==> src/rtl/uss_pkg.sv <==
// ----------------------------------------------------------------------------
// Update session supervisor package
// Shared widths, register indexes, feature bits, exit reason codes and reset
// values for the supervisor core, its channels and its checker.
// ----------------------------------------------------------------------------
package uss_pkg;

	localparam int unsigned CFG_IDX_W  = 3;
	localparam int unsigned CFG_DATA_W = 24;
	localparam int unsigned STATE_W    = 8;
	localparam int unsigned REASON_W   = 3;
	localparam int unsigned FEAT_W     = 4;
	localparam int unsigned CNT16_W    = 16;
	localparam int unsigned CNT24_W    = 24;
	localparam int unsigned IDLE_MS_W  = 10;

	// Configuration register indexes
	localparam logic [CFG_IDX_W-1:0] CFG_FEATURE_ENABLES   = 3'd0;
	localparam logic [CFG_IDX_W-1:0] CFG_HEARTBEAT_HALF_MS = 3'd1;
	localparam logic [CFG_IDX_W-1:0] CFG_CONNECT_TIMEOUT   = 3'd2;
	localparam logic [CFG_IDX_W-1:0] CFG_COMPLETE_DELAY    = 3'd3;
	localparam logic [CFG_IDX_W-1:0] CFG_BUTTON_HOLD       = 3'd4;
	localparam logic [CFG_IDX_W-1:0] CFG_INACTIVITY_LIMIT  = 3'd5;
	localparam logic [CFG_IDX_W-1:0] CFG_BUTTON_IDLE_LEVEL = 3'd6;

	// Feature enable bit positions
	localparam int unsigned FEAT_HEARTBEAT  = 0;
	localparam int unsigned FEAT_CONNECT    = 1;
	localparam int unsigned FEAT_BUTTON     = 2;
	localparam int unsigned FEAT_INACTIVITY = 3;

	// Exit reasons
	localparam logic [REASON_W-1:0] REASON_NONE       = 3'd0;
	localparam logic [REASON_W-1:0] REASON_CONNECT    = 3'd1;
	localparam logic [REASON_W-1:0] REASON_COMPLETED  = 3'd2;
	localparam logic [REASON_W-1:0] REASON_BUTTON     = 3'd3;
	localparam logic [REASON_W-1:0] REASON_INACTIVITY = 3'd4;

	localparam logic [IDLE_MS_W-1:0] MS_PER_SECOND = 10'd1000;

	// Register reset values
	localparam logic [FEAT_W-1:0]  RST_FEATURE_ENABLES = 4'hF;
	localparam logic [CNT16_W-1:0] RST_HEARTBEAT_HALF  = 16'd250;
	localparam logic [CNT24_W-1:0] RST_CONNECT_TIMEOUT = 24'd10000;
	localparam logic [CNT16_W-1:0] RST_COMPLETE_DELAY  = 16'd1000;
	localparam logic [CNT16_W-1:0] RST_BUTTON_HOLD     = 16'd2000;
	localparam logic [CNT16_W-1:0] RST_INACTIVITY_LIM  = 16'd60;
	localparam logic               RST_BUTTON_IDLE     = 1'b0;

endpackage

==> src/rtl/uss_req_if.sv <==
// ----------------------------------------------------------------------------
// Supervisor tick request channel
// One request per millisecond tick: button level and session status.
// ----------------------------------------------------------------------------
interface uss_req_if;
	logic                         valid;
	logic                         ready;
	logic                         button_level;
	logic [uss_pkg::STATE_W-1:0]  session_state;
	logic                         session_in_init;
	logic                         session_done;

	modport source (output valid, button_level, session_state, session_in_init,
		session_done, input ready);
	modport sink (input valid, button_level, session_state, session_in_init,
		session_done, output ready);
endinterface

==> src/rtl/uss_rsp_if.sv <==
// ----------------------------------------------------------------------------
// Supervisor result channel
// One result per tick request: LED level, finished flag and exit reason.
// ----------------------------------------------------------------------------
interface uss_rsp_if;
	logic                         valid;
	logic                         ready;
	logic                         led_level;
	logic                         finished;
	logic [uss_pkg::REASON_W-1:0] exit_reason;

	modport source (output valid, led_level, finished, exit_reason, input ready);
	modport sink (input valid, led_level, finished, exit_reason, output ready);
endinterface

==> src/rtl/update_session_supervisor_core.sv <==
// ----------------------------------------------------------------------------
// Update session supervisor core
// Heartbeat LED and session exit supervision, one millisecond tick per request.
// ----------------------------------------------------------------------------
// Path: the request is taken into the input register, then the tick logic
//   feeds the result register once that register is empty or being taken.
// Throughput: one request per cycle while results are taken: the result
//   register frees in the cycle its result is taken; stage 1 runs back to back.
// Reset (arst_n low, asynchronous): registers return to their reset values,
//   all counters clear, no exit reason, both channels empty.
// ----------------------------------------------------------------------------
module update_session_supervisor_core (
	input  logic                            clk,
	input  logic                            arst_n,
	input  logic                            cfg_we,
	input  logic [uss_pkg::CFG_IDX_W-1:0]   cfg_index,
	input  logic [uss_pkg::CFG_DATA_W-1:0]  cfg_data,
	uss_req_if.sink                         req,
	uss_rsp_if.source                       rsp
);

	// Saturating increments
	function automatic logic [uss_pkg::CNT16_W-1:0] sat16(
		input logic [uss_pkg::CNT16_W-1:0] v);
		sat16 = (v == '1) ? v : v + 1'b1;
	endfunction

	function automatic logic [uss_pkg::CNT24_W-1:0] sat24(
		input logic [uss_pkg::CNT24_W-1:0] v);
		sat24 = (v == '1) ? v : v + 1'b1;
	endfunction

	// ------------------------------------------------------------------
	// Configuration registers
	// ------------------------------------------------------------------
	logic [uss_pkg::FEAT_W-1:0]  feat_q;
	logic [uss_pkg::CNT16_W-1:0] hb_half_q;
	logic [uss_pkg::CNT24_W-1:0] connect_to_q;
	logic [uss_pkg::CNT16_W-1:0] done_delay_q;
	logic [uss_pkg::CNT16_W-1:0] hold_q;
	logic [uss_pkg::CNT16_W-1:0] idle_limit_q;
	logic                        idle_level_q;

	// Write only while idle, unenforced by the block; unknown indexes are dropped.
	always_ff @(posedge clk or negedge arst_n) begin
		if (!arst_n) begin
			feat_q       <= uss_pkg::RST_FEATURE_ENABLES;
			hb_half_q    <= uss_pkg::RST_HEARTBEAT_HALF;
			connect_to_q <= uss_pkg::RST_CONNECT_TIMEOUT;
			done_delay_q <= uss_pkg::RST_COMPLETE_DELAY;
			hold_q       <= uss_pkg::RST_BUTTON_HOLD;
			idle_limit_q <= uss_pkg::RST_INACTIVITY_LIM;
			idle_level_q <= uss_pkg::RST_BUTTON_IDLE;
		end else if (cfg_we) begin
			case (cfg_index)
				uss_pkg::CFG_FEATURE_ENABLES: begin
					feat_q <= cfg_data[uss_pkg::FEAT_W-1:0];
				end
				uss_pkg::CFG_HEARTBEAT_HALF_MS: begin
					hb_half_q <= cfg_data[uss_pkg::CNT16_W-1:0];
				end
				uss_pkg::CFG_CONNECT_TIMEOUT: begin
					connect_to_q <= cfg_data[uss_pkg::CNT24_W-1:0];
				end
				uss_pkg::CFG_COMPLETE_DELAY: begin
					done_delay_q <= cfg_data[uss_pkg::CNT16_W-1:0];
				end
				uss_pkg::CFG_BUTTON_HOLD: begin
					hold_q <= cfg_data[uss_pkg::CNT16_W-1:0];
				end
				uss_pkg::CFG_INACTIVITY_LIMIT: begin
					idle_limit_q <= cfg_data[uss_pkg::CNT16_W-1:0];
				end
				uss_pkg::CFG_BUTTON_IDLE_LEVEL: begin
					idle_level_q <= cfg_data[0];
				end
				default: begin
				end
			endcase
		end
	end

	// ------------------------------------------------------------------
	// Input register: take a request whenever stage 1 is empty or moves on
	// ------------------------------------------------------------------
	logic                        valid_s1;
	logic                        level_s1;
	logic [uss_pkg::STATE_W-1:0] code_s1;
	logic                        init_s1;
	logic                        done_s1;
	logic                        rsp_valid_q;
	logic                        advance;

	// Stage 1 moves into the result register when that register is empty or
	// its result is being taken in this cycle.
	assign advance   = valid_s1 && (!rsp_valid_q || rsp.ready);
	assign req.ready = !valid_s1 || advance;

	always_ff @(posedge clk or negedge arst_n) begin
		if (!arst_n) begin
			valid_s1 <= 1'b0;
		end else if (req.ready) begin
			valid_s1 <= req.valid;
		end
	end

	always_ff @(posedge clk) begin
		if (req.ready && req.valid) begin
			level_s1 <= req.button_level;
			code_s1  <= req.session_state;
			init_s1  <= req.session_in_init;
			done_s1  <= req.session_done;
		end
	end

	// ------------------------------------------------------------------
	// Supervisor state
	// ------------------------------------------------------------------
	logic                          led_on_q,     led_on_d;
	logic [uss_pkg::CNT16_W-1:0]   led_el_q,     led_el_d;
	logic [uss_pkg::CNT24_W-1:0]   since_q,      since_d;
	logic                          done_seen_q,  done_seen_d;
	logic [uss_pkg::CNT16_W-1:0]   done_el_q,    done_el_d;
	logic                          tracked_q,    tracked_d;
	logic [uss_pkg::CNT16_W-1:0]   btn_el_q,     btn_el_d;
	logic [uss_pkg::STATE_W-1:0]   last_code_q,  last_code_d;
	logic                          primed_q,     primed_d;
	logic [uss_pkg::IDLE_MS_W-1:0] idle_ms_q,    idle_ms_d;
	logic [uss_pkg::CNT16_W-1:0]   idle_s_q,     idle_s_d;
	logic [uss_pkg::REASON_W-1:0]  exit_q;

	logic [uss_pkg::CNT16_W-1:0]   led_inc;
	logic [uss_pkg::IDLE_MS_W-1:0] ms_inc;
	logic [uss_pkg::STATE_W-1:0]   ref_code;
	logic                          hit_connect, hit_done, hit_button, hit_idle;
	logic [uss_pkg::REASON_W-1:0]  reason_d;
	logic [uss_pkg::REASON_W-1:0]  reason_out;

	// One tick of all supervisors. Updates made after an exit fires are never
	// observed, since the whole state freezes once the exit reason is set.
	always_comb begin
		led_on_d    = led_on_q;
		led_el_d    = led_el_q;
		done_seen_d = done_seen_q;
		done_el_d   = done_el_q;
		tracked_d   = tracked_q;
		btn_el_d    = btn_el_q;
		last_code_d = last_code_q;
		primed_d    = primed_q;
		idle_ms_d   = idle_ms_q;
		idle_s_d    = idle_s_q;
		hit_done    = 1'b0;
		hit_button  = 1'b0;
		hit_idle    = 1'b0;
		ms_inc      = idle_ms_q + 1'b1;
		ref_code    = primed_q ? last_code_q : code_s1;

		// Heartbeat: toggle and fold the elapsed count back by one half period
		led_inc = sat16(led_el_q);
		if (feat_q[uss_pkg::FEAT_HEARTBEAT]) begin
			led_el_d = led_inc;
			if (led_inc >= hb_half_q) begin
				led_on_d = ~led_on_q;
				led_el_d = led_inc - hb_half_q;
			end
		end

		// Connect timeout: since_start counts whatever the enables say
		since_d     = sat24(since_q);
		hit_connect = feat_q[uss_pkg::FEAT_CONNECT] && init_s1
			&& (since_d >= connect_to_q);

		// Completion: arm on the first done tick, count from the next one
		if (!done_seen_q) begin
			if (done_s1) begin
				done_seen_d = 1'b1;
				done_el_d   = '0;
			end
		end else begin
			done_el_d = sat16(done_el_q);
			hit_done  = (done_el_d >= done_delay_q);
		end

		// Exit button: restart on any edge, count while held away from idle
		if (feat_q[uss_pkg::FEAT_BUTTON]) begin
			if (level_s1 != tracked_q) begin
				tracked_d = level_s1;
				btn_el_d  = '0;
			end else if (tracked_q != idle_level_q) begin
				btn_el_d   = sat16(btn_el_q);
				hit_button = (btn_el_d >= hold_q);
			end
		end

		// Inactivity: the first tick captures the code and counts as idle
		if (feat_q[uss_pkg::FEAT_INACTIVITY]) begin
			primed_d    = 1'b1;
			last_code_d = code_s1;
			if (code_s1 != ref_code) begin
				idle_ms_d = '0;
				idle_s_d  = '0;
			end else if (ms_inc >= uss_pkg::MS_PER_SECOND) begin
				idle_ms_d = ms_inc - uss_pkg::MS_PER_SECOND;
				idle_s_d  = sat16(idle_s_q);
				hit_idle  = (idle_s_d >= idle_limit_q);
			end else begin
				idle_ms_d = ms_inc;
			end
		end

		// Earlier conditions take priority
		if (hit_connect) begin
			reason_d = uss_pkg::REASON_CONNECT;
		end else if (hit_done) begin
			reason_d = uss_pkg::REASON_COMPLETED;
		end else if (hit_button) begin
			reason_d = uss_pkg::REASON_BUTTON;
		end else if (hit_idle) begin
			reason_d = uss_pkg::REASON_INACTIVITY;
		end else begin
			reason_d = uss_pkg::REASON_NONE;
		end

		reason_out = (exit_q != uss_pkg::REASON_NONE) ? exit_q : reason_d;
	end

	// Advance the state on each tick until the session has ended, then hold
	always_ff @(posedge clk or negedge arst_n) begin
		if (!arst_n) begin
			led_on_q    <= 1'b0;
			led_el_q    <= '0;
			since_q     <= '0;
			done_seen_q <= 1'b0;
			done_el_q   <= '0;
			tracked_q   <= uss_pkg::RST_BUTTON_IDLE;
			btn_el_q    <= '0;
			primed_q    <= 1'b0;
			idle_ms_q   <= '0;
			idle_s_q    <= '0;
			exit_q      <= uss_pkg::REASON_NONE;
		end else if (advance && (exit_q == uss_pkg::REASON_NONE)) begin
			led_on_q    <= led_on_d;
			led_el_q    <= led_el_d;
			since_q     <= since_d;
			done_seen_q <= done_seen_d;
			done_el_q   <= done_el_d;
			tracked_q   <= tracked_d;
			btn_el_q    <= btn_el_d;
			primed_q    <= primed_d;
			idle_ms_q   <= idle_ms_d;
			idle_s_q    <= idle_s_d;
			exit_q      <= reason_d;
		end
	end

	// The captured code only matters once primed, so it needs no reset
	always_ff @(posedge clk) begin
		if (advance && (exit_q == uss_pkg::REASON_NONE)) begin
			last_code_q <= last_code_d;
		end
	end

	// ------------------------------------------------------------------
	// Result register
	// ------------------------------------------------------------------
	logic                         led_q;
	logic                         fin_q;
	logic [uss_pkg::REASON_W-1:0] reason_q;

	always_ff @(posedge clk or negedge arst_n) begin
		if (!arst_n) begin
			rsp_valid_q <= 1'b0;
		end else if (advance) begin
			rsp_valid_q <= 1'b1;
		end else if (rsp.ready) begin
			rsp_valid_q <= 1'b0;
		end
	end

	// After exit the LED is driven low and the reason holds
	always_ff @(posedge clk) begin
		if (advance) begin
			reason_q <= reason_out;
			fin_q    <= (reason_out != uss_pkg::REASON_NONE);
			led_q    <= (reason_out == uss_pkg::REASON_NONE)
				&& feat_q[uss_pkg::FEAT_HEARTBEAT] && led_on_d;
		end
	end

	assign rsp.valid       = rsp_valid_q;
	assign rsp.led_level   = led_q;
	assign rsp.finished    = fin_q;
	assign rsp.exit_reason = reason_q;

endmodule

==> src/flat_wrapper.sv <==
// flat-port wrapper written by rule: the top's interface ports become plain ports
module update_session_supervisor_core_flat 
  (clk, arst_n, cfg_we, cfg_index, cfg_data, req_valid, req_button_level, req_session_state, req_session_in_init, req_session_done, req_ready, rsp_valid, rsp_led_level, rsp_finished, rsp_exit_reason, rsp_ready);
  uss_req_if req_i ();
  uss_rsp_if rsp_i ();
  input  logic clk;
  input  logic arst_n;
  input  logic cfg_we;
  input  logic [uss_pkg::CFG_IDX_W-1:0] cfg_index;
  input  logic [uss_pkg::CFG_DATA_W-1:0] cfg_data;
  input wire logic [$bits(req_i.valid)-1:0] req_valid;
  input wire logic [$bits(req_i.button_level)-1:0] req_button_level;
  input wire logic [$bits(req_i.session_state)-1:0] req_session_state;
  input wire logic [$bits(req_i.session_in_init)-1:0] req_session_in_init;
  input wire logic [$bits(req_i.session_done)-1:0] req_session_done;
  output wire logic [$bits(req_i.ready)-1:0] req_ready;
  output wire logic [$bits(rsp_i.valid)-1:0] rsp_valid;
  output wire logic [$bits(rsp_i.led_level)-1:0] rsp_led_level;
  output wire logic [$bits(rsp_i.finished)-1:0] rsp_finished;
  output wire logic [$bits(rsp_i.exit_reason)-1:0] rsp_exit_reason;
  input wire logic [$bits(rsp_i.ready)-1:0] rsp_ready;
  assign req_i.valid = req_valid;
  assign req_i.button_level = req_button_level;
  assign req_i.session_state = req_session_state;
  assign req_i.session_in_init = req_session_in_init;
  assign req_i.session_done = req_session_done;
  assign req_ready = req_i.ready;
  assign rsp_valid = rsp_i.valid;
  assign rsp_led_level = rsp_i.led_level;
  assign rsp_finished = rsp_i.finished;
  assign rsp_exit_reason = rsp_i.exit_reason;
  assign rsp_i.ready = rsp_ready;
  update_session_supervisor_core u_core (.clk(clk), .arst_n(arst_n), .cfg_we(cfg_we), .cfg_index(cfg_index), .cfg_data(cfg_data), .req(req_i), .rsp(rsp_i));
endmodule
==> config.mk <==
export PLATFORM = sky130hd
export DESIGN_NAME = update_session_supervisor_core_flat
export DESIGN_NICKNAME = d
export VERILOG_FILES = /design/src/rtl/uss_pkg.sv /design/src/rtl/uss_req_if.sv /design/src/rtl/uss_rsp_if.sv /design/src/rtl/update_session_supervisor_core.sv /design/src/flat_wrapper.sv
export SDC_FILE = /design/constraint.sdc
export NUM_CORES = 1
export LEC_CHECK = 0
export BUFFER_PORTS_ARGS = -buffer_cell sky130_fd_sc_hd__buf_2
export CAP_MARGIN = 20
export CORE_UTILIZATION = 42
export CTS_BUF_LIST = sky130_fd_sc_hd__clkbuf_8
export DETAILED_ROUTE_END_ITERATION = 12
export PLACE_DENSITY = 0.68
export SLEW_MARGIN = 30
export SYNTH_ARGS = -nofsm -noshare
export SYNTH_HDL_FRONTEND = slang
export SYNTH_SLANG_ARGS = --single-unit
==> constraint.sdc <==
create_clock -name clk -period 5.3 [get_ports clk]
set_input_delay 1.325 -clock clk [delete_from_list [all_inputs] [get_ports clk]]
set_output_delay 1.325 -clock clk [all_outputs]
set_load 0.1 [all_outputs]
==> results_dict.tcl <==
set metrics [dict create \
    r2r-end "u_core.led_el_q[9]" \
    synthFlopType "dfrtp_1" \
    holdCritStartpoint "u_core.primed_q" \
    cpMaxStageDelayCell "or3_1" \
    nNetsFinal 1619 \
    die_x_um 181.3 \
    wirelength_mm 30.98 \
    max-vdd-ir-drop_mv 0.1219 \
    r2r_cells 17 \
    crit_fanout 16 \
    rrSetupSlack_ns 0.69 \
    critPathCaptureType "flop" \
    yosysSeqAreaShare 0.4269 \
    yosysWarningCount 0 \
    fin_ws_ns 0.6906 \
    drt-pass1-iter-count 5 \
    via_count 10314 \
    cp-start-kind "flop" \
    clock_skew_ns 0.02333 \
    first_global_vias 10319 \
    synth.area.top_cells "dfrtp_1 (31%), ha_1 (8.9%), dfstp_2 (6.0%)" \
    min_to "u_core.primed_q" \
    fin_tns_setup_ns 0 \
    row_count 65 \
    status "finished, final reports clean" \
    post-cts-setup-buffers 0 \
    wire_per_inst_um 16.20 \
    utilization 0.4718 \
    fmax_mhz 216.9 \
    syn_avg_cell_area_um2 9.457 \
    p_per_area_nw_per_um2 279.2 \
    cap_violations 0 \
    gp_congestion 0.8785 \
    worstHoldPathCells 1 \
    synth_seq_cells 224 \
    gr-usage-all-layers 0.1946 \
    maxSlewViolCount 0 \
    slew-limit-headroom 0.4235 \
    synth_edf_count 24 \
    synthDistinctLibCells 72 \
    synthToLayoutAreaGrowth_pct 10.24 \
    fin_crit_ns 4.609 \
    grt_max_degree 98 \
    cts.sinks 224 \
    arrival_ns 5.05 \
    drive_gt1_frac 0.1411 \
    antenna_found_initial 0 \
    cts_buffers 40 \
    pre_cts_ws_ns 0.7482 \
    crit_top_cell "ha_1" \
    worst-slew-pin-transition_ns 0.8602 \
    grt_pass1_wl_mm 51.89 \
    setup_violations 0 \
    cts.clk_slew.worst_paths_ns 0.07 \
    synth_nets 1568 \
    rsz0062_at_grt "false" \
    hold_violations 0 \
    syn_area_um2 13500 \
    viasPerCell 5.394 \
    worstSetupPathType "reg2reg" \
    cts_tree "yes" \
    min_period_over_period 0.8697 \
    die_area_um2 32870 \
    io_buffers 49 \
    synthArstFlopShare 0.8929 \
    cpPeakStageDelay_ns 0.55 \
    clock_path_buffers 3 \
    root_buffer "clkbuf_8" \
    yosysTopAreaCell "dfrtp_1" \
    detail-route-antenna-nets 0 \
    core_um2 31560 \
    postCtsHoldBufs 0 \
    reg2reg_from "u_core.led_el_q[0]" \
    htree_levels 2 \
    required_ns 5.74 \
    p_leak_nw 7.035 \
    gr-total-overflow 0 \
    clk_latency_ns 0.56 \
    synthDominantCellAreaShare 0.3132 \
    start_util 0.4280 \
    cts_resized 0 \
    crit_chain "ha_1 -> and3_1 -> nand4_2 -> or3_1 -> xnor2_1 -> ha_1 -> inv_1 -> fa_1 -> a211oi_1 -> o21ai_0 -> nand3_1 -> a31oi_1 -> o41ai_4 -> buf_4 -> a21oi_1 -> a21o_1 -> mux2_2" \
    io-pin-count 50 \
    drtIter0Drc 534 \
    die_y_um 181.3 \
    synthCells 1428 \
    diodes 0 \
    dpl.hpwl_mm 22.30 \
    hp-class "reg2reg" \
    drc 0 \
]
-- cell families (layout without fill, tap and decap cells) --
family	Yosys count	after routing	share of synthesized area
muxes	60	60	0.04929
and+or+nand+nor	483	483	0.1766
xor gates and xnor gates	119	119	0.07718
DFF	224	224	0.4269
adders and majority gates	97	97	0.09043
buffers and inverters	146	228	0.04317
AOI/OAI and AO/OA	299	299	0.1365
-- synth_stat cells (17+ instances only) --
cell / instances
nand2_1: 181
dfrtp_1: 169
o21ai_0: 123
ha_1: 96
inv_1: 95
nor2_1: 82
xnor2_1: 68
xor2_1: 51
nand3_1: 49
mux2_2: 47
a21oi_1: 44
clkbuf_1: 34
dfstp_2: 31
nand4_1: 27
nor3_1: 26
and3_1: 25
edfxtp_1: 24
nand2b_1: 20
o21ai_1: 19
a21o_1: 18
a22o_1: 17
-- power by group --
part	internal [mW]	total [mW]	switching (mW)	leakage (nW)
clock network	0.803	1.53	0.729	0.465
registers	1.93	2.01	0.0737	2.78
logic	0.249	0.618	0.369	3.79
-- worst max-delay path, delay by kind of cell (launching register included) --
| family | cells | cell delay, ns |
|---|---|---|
| flip-flops | 1 | 0.45 |
| adder cells (fa/ha/maj) | 3 | 0.84 |
| AO/OA/AOI/OAI | 6 | 1.25 |
| AND/OR/NAND/NOR | 4 | 1.08 |
| XOR/XNOR | 1 | 0.25 |
| multiplexers | 1 | 0.25 |
| buffers and inverters | 2 | 0.38 |
-- area by class of cell --
cell class                      instances  area (um^2)
Clock buffer                           47        646.9
Multi-Input combinational cell       1058         7181
Fill cell                            2939        16670
Clock inverter                         26        106.4
Tap cell                              402        503.0
Inverter                               97        364.1
Timing Repair Buffer                   58        321.6
Sequential cell                       224         5764
-- worst max-delay path by stage --
stage	slack, ns	end	startpoint
after floorplan	1.28	u_core.led_el_q[2]	u_core.led_el_q[0]
after global placement	0.91	u_core.led_el_q[9]	u_core.led_el_q[0]
after detailed placement	0.75	u_core.led_el_q[9]	u_core.led_el_q[0]
after CTS	0.73	u_core.led_el_q[9]	u_core.led_el_q[0]
after global routing	0.29	u_core.led_el_q[9]	u_core.led_el_q[0]
final	0.69	u_core.led_el_q[9]	u_core.led_el_q[0]
-- metrics by stage --
| step | hold WS, ns | power [mW] | instances | cell area (um^2) |
|---|---|---|---|---|
| final | 0.4575 | 4.157 | 1912 | 14890 |
| after global routing | 0.4953 | 4.376 | 1912 | 14890 |
| after CTS | 0.4616 | 4.202 | 1912 | 14880 |
| after detailed placement | 0.4494 | 2.653 | 1839 | 14130 |
| after global placement | 0.4466 | 2.623 | 1839 | 14120 |
| after floorplan | 0.4274 | 2.442 | 1428 | 13500 |
-- registers in the layout (all words and copies together) (netlist names), 3 cells and up --
| name | cells |
|---|---|
| u_core.led_el_q | 16 |
| u_core.hold_q | 16 |
| u_core.rsp.exit_reason | 3 |
| u_core.done_delay_q | 16 |
| u_core.btn_el_q | 16 |
| u_core.code_s1 | 8 |
| u_core.done_el_q | 16 |
| u_core.last_code_q | 8 |
| u_core.exit_q | 3 |
| u_core.idle_ms_q | 10 |
| u_core.idle_s_q | 16 |
| u_core.idle_limit_q | 16 |
| u_core.since_q | 24 |
| u_core.connect_to_q | 24 |
| u_core.hb_half_q | 16 |
| u_core.feat_q | 4 |
-- metal layers --
metal,GRT usage,up-vias,wire length [um]
met5,0,-,0
met4,0.06305,0,748
met3,0.03003,55,1111
met2,0.3332,170,14990
met1,0.2506,4980,14130
li1,-,5109,-
-- placed cells by master, fill, tap and decap left out, types with 6 or more instances in the layout --
master	n
nor3_1	25
mux2_2	47
mux2i_1	11
buf_4	9
dfrtp_1	169
o21ai_0	123
o21a_1	9
nand2_1	180
inv_1	118
a21o_1	18
o31ai_1	16
a31oi_1	12
clkbuf_8	48
xor2_1	51
nor2_1	81
and2_1	11
edfxtp_1	24
a21oi_1	44
dfstp_2	31
nand3_1	49
ha_1	96
a211oi_1	6
and3_1	25
nand4_1	27
a22o_1	17
buf_2	48
and4_1	8
nand2b_1	20
nor2b_1	13
o21ai_1	18
xnor2_1	68
No activity file was read; power rests on OpenSTA's default activity.
